$ cat config.mk
export PLATFORM = sky130hd
export DESIGN_NAME = bounded_undo_redo_history_unit
export DESIGN_NICKNAME = d
export VERILOG_FILES = /design/src/design/bur_pkg.sv /design/src/design/bur_ram.sv /design/src/design/bur_ctrl.sv /design/src/design/bur_dp.sv /design/src/design/bounded_undo_redo_history_unit.sv
export SDC_FILE = /design/constraint.sdc
export NUM_CORES = 2
export LEC_CHECK = 0
export CAP_MARGIN = 10
export CORE_MARGIN = 1.5
export CORE_UTILIZATION = 50
export DETAILED_ROUTE_END_ITERATION = 6
export DONT_BUFFER_PORTS = 1
export GPL_TIMING_DRIVEN = 0
export PLACE_DENSITY = 0.77
export SLEW_MARGIN = 25
export SYNTH_ARGS = -nofsm -noshare
export SYNTH_HDL_FRONTEND = slang
export SYNTH_SLANG_ARGS = --single-unit
$ cat constraint.sdc
create_clock -name i_clk -period 15.1 [get_ports i_clk]
set_input_delay 0 -clock i_clk [delete_from_list [all_inputs] [get_ports i_clk]]
set_output_delay 0 -clock i_clk [all_outputs]
set_load 0.05 [all_outputs]
$ cat src/design/bur_pkg.sv
// ----------------------------------------------------------------------------
// Bounded undo/redo history package
// Sizes, opcodes, controller states and the command struct shared by the
// controller and the datapath.
// ----------------------------------------------------------------------------
package bur_pkg;

    localparam int HISTORY_DEPTH = 32;
    localparam int ENTRY_WIDTH   = 64;
    localparam int VALUE_W       = 64;
    localparam int COUNT_OUT_W   = 6;
    localparam int PTR_W         = $clog2(HISTORY_DEPTH);
    localparam int CNT_W         = $clog2(HISTORY_DEPTH + 1);

    typedef enum logic [1:0] {
        OP_COMMIT = 2'd0,
        OP_UNDO   = 2'd1,
        OP_REDO   = 2'd2,
        OP_UNUSED = 2'd3
    } t_opcode;

    typedef enum logic [1:0] {
        S_IDLE = 2'b01,
        S_READ = 2'b10
    } t_state;

    typedef struct packed {
        logic start;
        logic load;
    } t_cmd;

endpackage

$ cat src/design/bur_ram.sv
// ----------------------------------------------------------------------------
// Bounded undo/redo history stack memory
// Single write port and single read port with registered read data.
// ----------------------------------------------------------------------------
module bur_ram #(
    parameter int DEPTH = 32,
    parameter int WIDTH = 64
) (
    input  logic                     i_clk,
    input  logic                     i_we,
    input  logic [$clog2(DEPTH)-1:0] i_waddr,
    input  logic [WIDTH-1:0]         i_wdata,
    input  logic                     i_re,
    input  logic [$clog2(DEPTH)-1:0] i_raddr,
    output logic [WIDTH-1:0]         o_rdata
);

    logic [WIDTH-1:0] r_mem [DEPTH];
    logic [WIDTH-1:0] r_rdata;

    always_ff @(posedge i_clk) begin
        if (i_we) begin
            r_mem[i_waddr] <= i_wdata;
        end
        if (i_re) begin
            r_rdata <= r_mem[i_raddr];
        end
    end

    assign o_rdata = r_rdata;

endmodule

$ cat src/design/bur_ctrl.sv
// ----------------------------------------------------------------------------
// Bounded undo/redo history controller
// Sequences each operation through an update cycle and a read cycle and
// owns the output valid flag.
// ----------------------------------------------------------------------------
module bur_ctrl
    import bur_pkg::*;
(
    input  logic i_clk,
    input  logic i_rst_n,
    input  logic i_in_valid,
    output logic o_in_ready,
    output logic o_out_valid,
    input  logic i_out_ready,
    output t_cmd o_cmd
);

    t_state r_state;
    t_state n_state;
    logic   r_out_valid;
    logic   n_out_valid;
    logic   out_free;

    assign out_free = !r_out_valid || i_out_ready;

    always_comb begin
        n_state     = r_state;
        o_cmd.start = 1'b0;
        o_cmd.load  = 1'b0;
        o_in_ready  = 1'b0;
        unique case (r_state)
            S_IDLE: begin
                o_in_ready = 1'b1;
                if (i_in_valid) begin
                    o_cmd.start = 1'b1;
                    n_state     = S_READ;
                end
            end
            S_READ: begin
                if (out_free) begin
                    o_cmd.load = 1'b1;
                    n_state    = S_IDLE;
                end
            end
            default: begin
                n_state = S_IDLE;
            end
        endcase
    end

    always_comb begin
        n_out_valid = r_out_valid;
        if (o_cmd.load) begin
            n_out_valid = 1'b1;
        end else if (i_out_ready) begin
            n_out_valid = 1'b0;
        end
    end

    always_ff @(posedge i_clk) begin
        if (!i_rst_n) begin
            r_state     <= S_IDLE;
            r_out_valid <= 1'b0;
        end else begin
            r_state     <= n_state;
            r_out_valid <= n_out_valid;
        end
    end

    assign o_out_valid = r_out_valid;

endmodule

$ cat src/design/bur_dp.sv
// ----------------------------------------------------------------------------
// Bounded undo/redo history datapath
// Two ring stacks with base and depth registers, their memories, and the
// result register.
// ----------------------------------------------------------------------------
module bur_dp
    import bur_pkg::*;
(
    input  logic                   i_clk,
    input  logic                   i_rst_n,
    input  t_cmd                   i_cmd,
    input  logic [1:0]             i_opcode,
    input  logic [VALUE_W-1:0]     i_value,
    output logic                   o_ok,
    output logic [VALUE_W-1:0]     o_working,
    output logic [COUNT_OUT_W-1:0] o_undo_count,
    output logic [COUNT_OUT_W-1:0] o_redo_count
);

    function automatic logic [PTR_W-1:0] ptr_add(input logic [PTR_W-1:0] base,
                                                 input logic [CNT_W-1:0] off);
        logic [CNT_W:0] sum;
        sum = (CNT_W + 1)'(base) + (CNT_W + 1)'(off);
        if (sum >= (CNT_W + 1)'(HISTORY_DEPTH)) begin
            sum = sum - (CNT_W + 1)'(HISTORY_DEPTH);
        end
        return sum[PTR_W-1:0];
    endfunction

    logic [PTR_W-1:0]       r_undo_base, n_undo_base, r_redo_base, n_redo_base;
    logic [CNT_W-1:0]       r_undo_depth, n_undo_depth, r_redo_depth, n_redo_depth;
    logic                   r_ok, n_ok, r_pop, n_pop, r_from_redo, n_from_redo;
    logic [VALUE_W-1:0]     r_value;
    logic                   r_out_ok;
    logic [VALUE_W-1:0]     r_out_working;
    logic [COUNT_OUT_W-1:0] r_out_undo, r_out_redo;

    logic                   undo_full, redo_full;
    logic [PTR_W-1:0]       undo_push_slot, redo_push_slot;
    logic [PTR_W-1:0]       undo_push_base, redo_push_base;
    logic [CNT_W-1:0]       undo_push_depth, redo_push_depth;
    logic [PTR_W-1:0]       undo_pop_slot, redo_pop_slot;

    logic                   undo_we, undo_re, redo_we, redo_re;
    logic [PTR_W-1:0]       undo_waddr, undo_raddr, redo_waddr, redo_raddr;
    logic [ENTRY_WIDTH-1:0] wdata, undo_rdata, redo_rdata;

    assign wdata = i_value[ENTRY_WIDTH-1:0];

    assign undo_full       = r_undo_depth == CNT_W'(HISTORY_DEPTH);
    assign undo_push_slot  = undo_full ? r_undo_base : ptr_add(r_undo_base, r_undo_depth);
    assign undo_push_base  = undo_full ? ptr_add(r_undo_base, CNT_W'(1)) : r_undo_base;
    assign undo_push_depth = undo_full ? r_undo_depth : r_undo_depth + CNT_W'(1);
    assign undo_pop_slot   = ptr_add(r_undo_base, r_undo_depth - CNT_W'(1));

    assign redo_full       = r_redo_depth == CNT_W'(HISTORY_DEPTH);
    assign redo_push_slot  = redo_full ? r_redo_base : ptr_add(r_redo_base, r_redo_depth);
    assign redo_push_base  = redo_full ? ptr_add(r_redo_base, CNT_W'(1)) : r_redo_base;
    assign redo_push_depth = redo_full ? r_redo_depth : r_redo_depth + CNT_W'(1);
    assign redo_pop_slot   = ptr_add(r_redo_base, r_redo_depth - CNT_W'(1));

    always_comb begin
        n_undo_base  = r_undo_base;
        n_undo_depth = r_undo_depth;
        n_redo_base  = r_redo_base;
        n_redo_depth = r_redo_depth;
        n_ok         = r_ok;
        n_pop        = r_pop;
        n_from_redo  = r_from_redo;
        undo_we      = 1'b0;
        undo_re      = 1'b0;
        redo_we      = 1'b0;
        redo_re      = 1'b0;
        undo_waddr   = undo_push_slot;
        redo_waddr   = redo_push_slot;
        undo_raddr   = undo_pop_slot;
        redo_raddr   = redo_pop_slot;
        if (i_cmd.start) begin
            n_ok        = 1'b0;
            n_pop       = 1'b0;
            n_from_redo = 1'b0;
            unique case (t_opcode'(i_opcode))
                OP_COMMIT: begin
                    undo_we      = 1'b1;
                    n_undo_base  = undo_push_base;
                    n_undo_depth = undo_push_depth;
                    n_redo_base  = '0;
                    n_redo_depth = '0;
                    n_ok         = 1'b1;
                end
                OP_UNDO: begin
                    if (r_undo_depth != '0) begin
                        redo_we      = 1'b1;
                        n_redo_base  = redo_push_base;
                        n_redo_depth = redo_push_depth;
                        undo_re      = 1'b1;
                        n_undo_depth = r_undo_depth - CNT_W'(1);
                        n_ok         = 1'b1;
                        n_pop        = 1'b1;
                    end
                end
                OP_REDO: begin
                    if (r_redo_depth != '0) begin
                        undo_we      = 1'b1;
                        n_undo_base  = undo_push_base;
                        n_undo_depth = undo_push_depth;
                        redo_re      = 1'b1;
                        n_redo_depth = r_redo_depth - CNT_W'(1);
                        n_ok         = 1'b1;
                        n_pop        = 1'b1;
                        n_from_redo  = 1'b1;
                    end
                end
                OP_UNUSED: begin
                end
            endcase
        end
    end

    always_ff @(posedge i_clk) begin
        if (!i_rst_n) begin
            r_undo_base  <= '0;
            r_undo_depth <= '0;
            r_redo_base  <= '0;
            r_redo_depth <= '0;
        end else begin
            r_undo_base  <= n_undo_base;
            r_undo_depth <= n_undo_depth;
            r_redo_base  <= n_redo_base;
            r_redo_depth <= n_redo_depth;
        end
    end

    always_ff @(posedge i_clk) begin
        r_ok        <= n_ok;
        r_pop       <= n_pop;
        r_from_redo <= n_from_redo;
        if (i_cmd.start) begin
            r_value <= i_value;
        end
        if (i_cmd.load) begin
            r_out_ok   <= r_ok;
            r_out_undo <= COUNT_OUT_W'(r_undo_depth);
            r_out_redo <= COUNT_OUT_W'(r_redo_depth);
            if (!r_pop) begin
                r_out_working <= r_value;
            end else if (r_from_redo) begin
                r_out_working <= VALUE_W'(redo_rdata);
            end else begin
                r_out_working <= VALUE_W'(undo_rdata);
            end
        end
    end

    bur_ram #(
        .DEPTH (HISTORY_DEPTH),
        .WIDTH (ENTRY_WIDTH)
    ) u_undo_ram (
        .i_clk   (i_clk),
        .i_we    (undo_we),
        .i_waddr (undo_waddr),
        .i_wdata (wdata),
        .i_re    (undo_re),
        .i_raddr (undo_raddr),
        .o_rdata (undo_rdata)
    );

    bur_ram #(
        .DEPTH (HISTORY_DEPTH),
        .WIDTH (ENTRY_WIDTH)
    ) u_redo_ram (
        .i_clk   (i_clk),
        .i_we    (redo_we),
        .i_waddr (redo_waddr),
        .i_wdata (wdata),
        .i_re    (redo_re),
        .i_raddr (redo_raddr),
        .o_rdata (redo_rdata)
    );

    assign o_ok         = r_out_ok;
    assign o_working    = r_out_working;
    assign o_undo_count = r_out_undo;
    assign o_redo_count = r_out_redo;

endmodule

$ cat src/design/bounded_undo_redo_history_unit.sv
// ----------------------------------------------------------------------------
// Bounded undo/redo history unit
// Two bounded ring stacks of entries with commit, undo and redo operations.
//
//   Channel  Handshake                 Fields
//   input    i_in_valid / o_in_ready   i_opcode, i_value
//   output   o_out_valid / i_out_ready o_ok, o_working, o_undo_count,
//                                      o_redo_count
//
// Each operation runs in two steps: the pointer update and the stack memory
// read of the popped entry, then the load of the result register.
// A new beat is accepted while a finished result still waits to be taken.
// A stalled output holds the controller in its read cycle until the result
// register is free; the read data stays registered meanwhile.
// Reset clears both stacks at once; no clearing pass runs.
// ----------------------------------------------------------------------------
module bounded_undo_redo_history_unit
    import bur_pkg::*;
(
    input  logic                   i_clk,
    input  logic                   i_rst_n,
    input  logic                   i_in_valid,
    output logic                   o_in_ready,
    input  logic [1:0]             i_opcode,
    input  logic [VALUE_W-1:0]     i_value,
    output logic                   o_out_valid,
    input  logic                   i_out_ready,
    output logic                   o_ok,
    output logic [VALUE_W-1:0]     o_working,
    output logic [COUNT_OUT_W-1:0] o_undo_count,
    output logic [COUNT_OUT_W-1:0] o_redo_count
);

    t_cmd cmd;

    bur_ctrl u_ctrl (
        .i_clk       (i_clk),
        .i_rst_n     (i_rst_n),
        .i_in_valid  (i_in_valid),
        .o_in_ready  (o_in_ready),
        .o_out_valid (o_out_valid),
        .i_out_ready (i_out_ready),
        .o_cmd       (cmd)
    );

    bur_dp u_dp (
        .i_clk        (i_clk),
        .i_rst_n      (i_rst_n),
        .i_cmd        (cmd),
        .i_opcode     (i_opcode),
        .i_value      (i_value),
        .o_ok         (o_ok),
        .o_working    (o_working),
        .o_undo_count (o_undo_count),
        .o_redo_count (o_redo_count)
    );

endmodule

## Word-level counts from Yosys, hierarchy flattened

Memories as Yosys holds them, arrays and structs flattened. A register that Yosys moved wholly into a read port is not among the register bits.
Index checks and enable logic that the tools add are counted.

| word-level totals | value |
|---|---|
| register bits after elaboration | 169 |
| latch bits | 0 |
| bits in writable memories | 4096 |
| memory bits (read-only) | 0 |
| input port bits | 70 |
| output and inout bits | 79 |
| logic and storage cells | 112 |
| memories | 2 |

Memory list:

| memory | words | width | read ports | clocked after memory_dff | write ports | line | RTL |
|---|---|---|---|---|---|---|---|
| u_dp.u_redo_ram.r_mem | 32 | 64 | 1 | 1 | 1 | bur_ram.sv:18 | `logic [WIDTH-1:0] r_mem [DEPTH];` |
| u_dp.u_undo_ram.r_mem | 32 | 64 | 1 | 1 | 1 | bur_ram.sv:18 |  |

| operators by class | value |
|---|---|
| add/sub/neg operators | 16 |
| multiply operators | 0 |
| div/mod/pow operators | 0 |
| $lt $le $gt $ge | 6 |
| equal/unequal tests | 12 |
| shift operators | 0 |
| muxes and demuxes | 48 |
| bitwise operators | 0 |
| reduce and logical (&&, ||, !) cells | 14 |

Operators with widths:

| operator | count |
|---|---|
| $mux 64 | 2 |
| $mux 5 | 12 |
| $mux 6 | 6 |
| $pmux 6 s3 | 2 |
| $sub 5x1->5 const B | 6 |
| $add 5x6->7 | 4 |
| $ge 7x6->1 const B | 4 |
| $pmux 5 s2 | 2 |
| $mux 1 | 18 |
| $add 5x1->6 const B | 2 |
| $add 6x1->6 const B | 2 |
| $eq 6x6->1 const B | 2 |
| $ge 6x6->1 const B | 2 |
| $reduce_bool 6->1 | 2 |
| $sub 6x1->6 const B | 2 |
| $ne 2x1->1 const B | 4 |
| $reduce_and 4->1 | 2 |
| $reduce_bool 2->1 | 3 |
| $reduce_and 5->1 | 1 |
| $eq 2x1->1 const B | 2 |
| $eq 2x2->1 const B | 2 |
| $mux 2 | 2 |
| $ne 2x2->1 const B | 2 |
| $pmux 1 s2 | 2 |
| other kinds (8) | 8 |

## Logic depth before layout (Yosys ltp)

| depth | value |
|---|---|
| depth in word-level cells | 6 |
| depth in mapped cells | 13 |
| mapped depth without buffers | 10 |

## Cells and area by module

Synthesis repeated with hierarchy kept, for this count alone.

| second synthesis, totals | value |
|---|---|
| cells, all modules | 6855 |
| area, all modules | 167313.0 um^2 |

Modules (own cells, without submodules):

| module | times used | cells each | area each (um^2) | seq. area each (um^2) |
|---|---|---|---|---|
| bur_ram at u_dp.u_redo_ram | 1 | 3096 | 79605.1 | 63420.8 |
| bur_ram at u_dp.u_undo_ram | 1 | 3097 | 79605.1 | 63420.8 |
| bur_dp | 1 | 649 | 7968.9 | 4764.6 |
| bur_ctrl | 1 | 13 | 133.9 | 60.1 |

## Worst setup path before layout

Ideal clock, no wire load.

| path | value |
|---|---|
| path kind | register to register |
| from | register u_dp.r_undo_depth[1] |
| to | memory u_dp.u_redo_ram.r_mem[2][0] (enable) |
| setup time | 0.644 ns |
| arrival | 10.769 ns |
| required time | 14.456 ns |
| setup slack | 3.687 ns |
| cell stages (with the launch flop) | 8 |
| path buffers | 0 |
| clock period less this slack | 11.413 ns |
| cells stage by stage | dfxtp_1 -> inv_1 -> ha_1 -> or4b_1 -> o21ai_0 -> nor2_1 -> nand3b_2 -> nor4_1 |

| on the way | value |
|---|---|
| longest elaborated chain between the ends | 6 |

RTL lines:

| element | line | RTL |
|---|---|---|
| start: declaration | bur_dp.sv:31 | `logic [CNT_W-1:0] r_undo_depth, n_undo_depth, r_redo_depth, n_redo_depth;` |
| start signal: assignment | bur_dp.sv:128 | `r_undo_depth <= n_undo_depth;` |
| $reduce_bool 6->1 | bur_dp.sv:92 | `if (r_undo_depth != '0) begin` |
| $mux 1 | bur_dp.sv:92 |  |
| $mux 1 | bur_dp.sv:82 | `unique case (t_opcode'(i_opcode))` |
| $mux 1 | bur_dp.sv:78 | `if (i_cmd.start) begin` |
| named net u_dp.redo_we | bur_dp.sv:44 | `logic undo_we, undo_re, redo_we, redo_re;` |
| $mux 1 | bur_ram.sv:22 | `if (i_we) begin` |
| $mux 1 (implied by the code) | bur_ram.sv:23 | `r_mem[i_waddr] <= i_wdata;` |
| end: declaration | bur_ram.sv:18 |  |

The timed path passes the listed nets, and every way through them passes these cells.

## Worst setup path in the final report

| path | value |
|---|---|
| from | register u_dp.r_redo_depth[0] |
| to | memory u_dp.u_redo_ram.r_mem[28][27] (enable) |

| on the way | value |
|---|---|
| longest elaborated chain between the ends | 4 |
| elaborated cells on any way between the ends | 6 |
| classes of those cells | add/sub: 2; order compare: 1; eq/ne: 1; mux: 2 |

RTL lines:

| element | line | RTL |
|---|---|---|
| start: declaration | bur_dp.sv:31 |  |
| start signal: assignment | bur_dp.sv:130 | `r_redo_depth <= n_redo_depth;` |
| $add 5x6->7 | bur_dp.sv:23 | `sum = (CNT_W + 1)'(base) + (CNT_W + 1)'(off);` |
| $ge 7x6->1 / $sub 5x1->5 (equally long branches) | bur_dp.sv:24, bur_dp.sv:25 |  |
| $mux 5 | bur_dp.sv:24 | `if (sum >= (CNT_W + 1)'(HISTORY_DEPTH)) begin` |
| $mux 5 * | bur_dp.sv:57 | `assign redo_push_slot = redo_full ? r_redo_base : ptr_add(r_redo_base, r_redo_depth);` |

Mark *: on every way between the ends. The rest lies on a longest branch, timed or not.

==> run summary <==
After technology mapping, the gate count stands at 7128. Across the run, the number of max-cap violations was 0. Across the VDD grid, the largest voltage drop is 0.101 mV. After detailed routing, the number of vias per cell comes to 6.54. The remaining max-slew budget at the tightest pin came out at 0.221. The smallest clock period supported by the final layout is computed as 6.74 ns. met2 is the most crowded layer. The number of placed instances, taps included was 11912. The flow ran to the end, but the final reports show violations. For the aggregate global routing overflow, the log shows 0. Endpoint class of the critical path: a flop. Worst endpoint required time: 15.74 ns. The floorplan step defined a die boundary enclosing 339000 um2.

For the clock latency on the worst-skew pair, the log shows 1.00 ns. Compared with the post-synthesis result, the final layout area differs by 16.2%. Total power after layout: 26.8 mW. The final worst slack was 8.36 ns; the routed via count was 84065. The area of the mapped netlist came out at 168000 um2. The logs give 64.0 nW for the total leakage power and 4 for the maximum number of buffers from clock root to sink. In this run the horizontal extent of the chip is 583 um. The achievable frequency is 148 MHz, and the first-pass GRT wire length is 613 mm.

Layout cell share with drive strength beyond 1: 0.322. After detailed routing, the average wire length per cell comes to 33.3 um. Routability-driven placement finished with a final weighted congestion of 0.841. The number of buffers added for setup after CTS came out at 0.

After routing, the total negative slack on setup checks comes to 0 ns. The finished layout holds 12852 standard cells, fillers aside. The share of Yosys cell area claimed by the top area cell type came out at 0.781. Clock tree synthesis found a total of 4393 sinks.

The path type of the worst setup path was flop to flop. The path class of the tightest hold or removal check is input pin to flop. At the end of the flow, the number of nets in the layout was 8193. Die height: 583 um. The root cell of the clock tree is sky130_fd_sc_hd__clkbuf_16.

The tools report the core footprint as 334000 um2. The final period utilization was 0.446. The checks that failed: design-rule violations. The number of iterations in the first detailed-routing pass came out at 7. For the pin with the worst max-slew slack, the measured transition is 1.17 ns. Setup repair after global routing left no endpoint under its margin.

The mean instance size in the synthesized netlist works out to 23.6 um2. The count of synthesis-stage warnings from yosys came out at 0. Dividing total power by cell area gives a power density of 137 nW/um2. The number of clock buffers added by TritonCTS is 419.

CTS built an H-tree with a depth of 5. Number of nets in the synthesized netlist: 7229. Clock skew: 0.0717 ns.

The async set-or-reset flop fraction in the synthesized netlist is 0, and the number of buffers added to fix hold violations after cts is 144. The count of pins over their slew limit was 0. In this run the most critical hold path is launched from i_value[46]. Summed over all nets, the half-perimeter wirelength after detailed placement is 274 mm. The number of distinct library cell variants in the gate-level netlist after synthesis is 72. The run gives 0.784 as the sequential-to-total area share from yosys stat. For the worst setup path, the data arrival time is 7.38 ns.

For the met1 usage in global routing, the log shows 0.335. Counting flops with a built-in enable in the synthesized netlist gives 4368. After clock tree synthesis, the clock-pin slew on the worst setup and hold paths is 0.06 ns. The met3 routing resource usage after global routing was 0.0515.

The count of buffers from port buffering is 0. OpenSTA, run right after detailed placement, puts the worst setup slack at 8.57 ns. In the synthesized netlist the dominant register cell turns out to be sky130_fd_sc_hd__edfxtp_1. Of all nets on the critical path, the largest fanout is 10. The initial standard-cell utilization of the core came out at 0.503. TritonCTS built the clock tree. The tools report the final wirelength as 428 mm. The total track usage is 0.251. The library cell occupying the most area in the post-synthesis netlist is sky130_fd_sc_hd__edfxtp_1. The sort of element at the start of the critical path was a flop. The run gives 0.400 as the global routing met2 resource utilization. For the count of final hold-check violations, the log shows 0.

Fill cells in the final layout number 21921. Ranked by total cell area, the synthesized netlist is headed by sky130_fd_sc_hd__edfxtp_1 78%, sky130_fd_sc_hd__mux4_2 14%, sky130_fd_sc_hd__mux2i_1 1.9%. The floorplan has 212 rows.

The run gives 149 as the I/O pin total. After routing the design area is 195000 um2. The maximum number of pins on one net before global-route repair was 66. The count of nets left with antenna violations once routing finished came out at 0.

Summing all placed instances gives a cell area of 179000 um2. In this run the worst setup path begins at u_dp.r_redo_depth[0]. The final setup violation count was 0; the number of global-route vias before repair was 85115. The synthesized design contains 4393 register bits. After clock tree synthesis, the repair step resized 0 gates. The tools report the count of routing violations after the opening detailed-route iteration as 12475. The tools report the initial antenna violation count as 19.

Critical register-to-register path startpoint: u_dp.r_redo_depth[0]. In the routed design, unresolved DRC markers number 17.
cells in the mapped netlist (all sizes together) (3+ instances only):
cell and count:
nand2b 6, fa 4, o21a 5, mux2 256, mux2i 322, nand3 12, xor2 15, nor3 26
a21oi 90, nand3b 3, a221oi 127, nand4 9, o22ai 130, o21ai 14, and2 9, nor2 138
ha 27, o31ai 5, clkbuf 169, nor2b 4, mux4 1024, a31oi 6, nor4 10, nand2 36
dfxtp 25, a21o 13, edfxtp 4368, inv 17, buf 203, xnor2 26
layout by cell type (no fill, tap or decap), types with 22 or more instances in the layout:
cell	instances
sky130_fd_sc_hd__nand2_1	31
sky130_fd_sc_hd__a21oi_1	86
sky130_fd_sc_hd__buf_12	80
sky130_fd_sc_hd__dfxtp_1	25
sky130_fd_sc_hd__mux2_2	256
sky130_fd_sc_hd__clkinv_2	96
sky130_fd_sc_hd__clkbuf_16	421
sky130_fd_sc_hd__clkinv_1	88
sky130_fd_sc_hd__ha_1	27
sky130_fd_sc_hd__clkbuf_1	227
sky130_fd_sc_hd__dlygate4sd3_1	80
sky130_fd_sc_hd__mux2i_1	321
sky130_fd_sc_hd__a221oi_2	59
sky130_fd_sc_hd__xnor2_1	22
sky130_fd_sc_hd__bufinv_16	49
sky130_fd_sc_hd__buf_16	115
sky130_fd_sc_hd__a221oi_1	68
sky130_fd_sc_hd__nor2_4	46
sky130_fd_sc_hd__o22ai_1	130
sky130_fd_sc_hd__buf_4	173
sky130_fd_sc_hd__nor2_1	92
sky130_fd_sc_hd__mux4_2	1024
sky130_fd_sc_hd__buf_2	271
sky130_fd_sc_hd__edfxtp_1	4368
metrics by stage:
step / hold WS (ns) / utilization
after global placement: 0.108 / 0.519
after global routing: 0.0420 / 0.584
after CTS: 0.00153 / 0.584
after floorplan: 0.0989 / -
after detailed placement: 0.106 / 0.535
final: 0.0429 / 0.584
area by class of cell:
type,count,area (um2),area share
antenna,19,47.5,0.000244
buffer,372,1790,0.00918
clock buffer,492,10800,0.0554
clock inverter,283,2980,0.0153
inverter,18,70.1,0.000359
multi-input combinational,2345,35000,0.179
sequential,4393,132000,0.675
tap,4387,5490,0.0281
timing repair buffer,543,7330,0.0376
power breakdown:
group / total [mW] / leakage (nW) / internal, mW / switching (mW)
combinational: 2.63 / 17.8 / 1.01 / 1.61
sequential: 13.5 / 39.5 / 13.5 / 0.0304
clock: 10.6 / 6.75 / 5.99 / 4.62
total: 26.8 / 64.0 / 20.5 / 6.26
registers in the layout, summed over array words and instances (netlist names):
signal and cells:
u_dp.o_undo_count 6, u_dp.r_pop 1, u_dp.u_undo_ram.r_mem 2048, u_dp.u_redo_ram.r_mem 2048, u_dp.r_redo_depth 6, u_dp.o_working 64
u_ctrl.o_out_valid 1, u_dp.u_undo_ram.o_rdata 64, u_dp.r_redo_base 5, u_dp.o_ok 1, u_ctrl.r_state 2, u_dp.r_from_redo 1
u_dp.r_undo_depth 6, u_dp.u_redo_ram.o_rdata 64, u_dp.o_redo_count 6, u_dp.r_value 64, u_dp.r_undo_base 5, u_dp.r_ok 1
critical path, cell delays in order, from the launching register on:
cell                       delay, ns
sky130_fd_sc_hd__dfxtp_1        0.39
sky130_fd_sc_hd__clkbuf_1       0.33
sky130_fd_sc_hd__inv_1          0.13
sky130_fd_sc_hd__ha_1           0.30
sky130_fd_sc_hd__buf_2          0.65
sky130_fd_sc_hd__buf_4          0.40
sky130_fd_sc_hd__buf_2          0.61
sky130_fd_sc_hd__buf_2          0.49
sky130_fd_sc_hd__nand2_2        0.15
sky130_fd_sc_hd__o21ai_4        0.11
sky130_fd_sc_hd__nand3_2        0.32
sky130_fd_sc_hd__nor4_2         0.53
sky130_fd_sc_hd__buf_4          0.27
sky130_fd_sc_hd__buf_2          0.22
sky130_fd_sc_hd__buf_2          0.27
sky130_fd_sc_hd__buf_2          0.27
sky130_fd_sc_hd__buf_2          0.24
sky130_fd_sc_hd__buf_2          0.25
sky130_fd_sc_hd__buf_2          0.22
sky130_fd_sc_hd__buf_2          0.23
kinds of logic after synthesis:
logic type | synth area share
flip-flops | 0.784
multiplexers | 0.174
AO/OA/AOI/OAI | 0.0190
buffers and inverters | 0.0110
AND/OR/NAND/NOR | 0.00755
XOR/XNOR | 0.00223
adder cells (fa/ha/maj) | 0.00249
path summary, 6_finish.rpt:
path	cells after the start	slack, ns	end
worst max-delay path	19	8.36	u_dp.u_redo_ram.r_mem[28][27]
worst min-delay path	2	0.04	u_dp.u_undo_ram.r_mem[4][46]
worst max register to register	19	8.36	u_dp.u_redo_ram.r_mem[28][27]
worst min register to register	0	0.43	u_dp.o_ok
metal layers:
metal | part of all wire | wire [um]
met2 | 0.48 | 206000
met1 | 0.36 | 154000
met3 | 0.11 | 47000
met5 | 0 | 0
met4 | 0.050 | 21500
No activity file was read; power rests on OpenSTA's default activity.
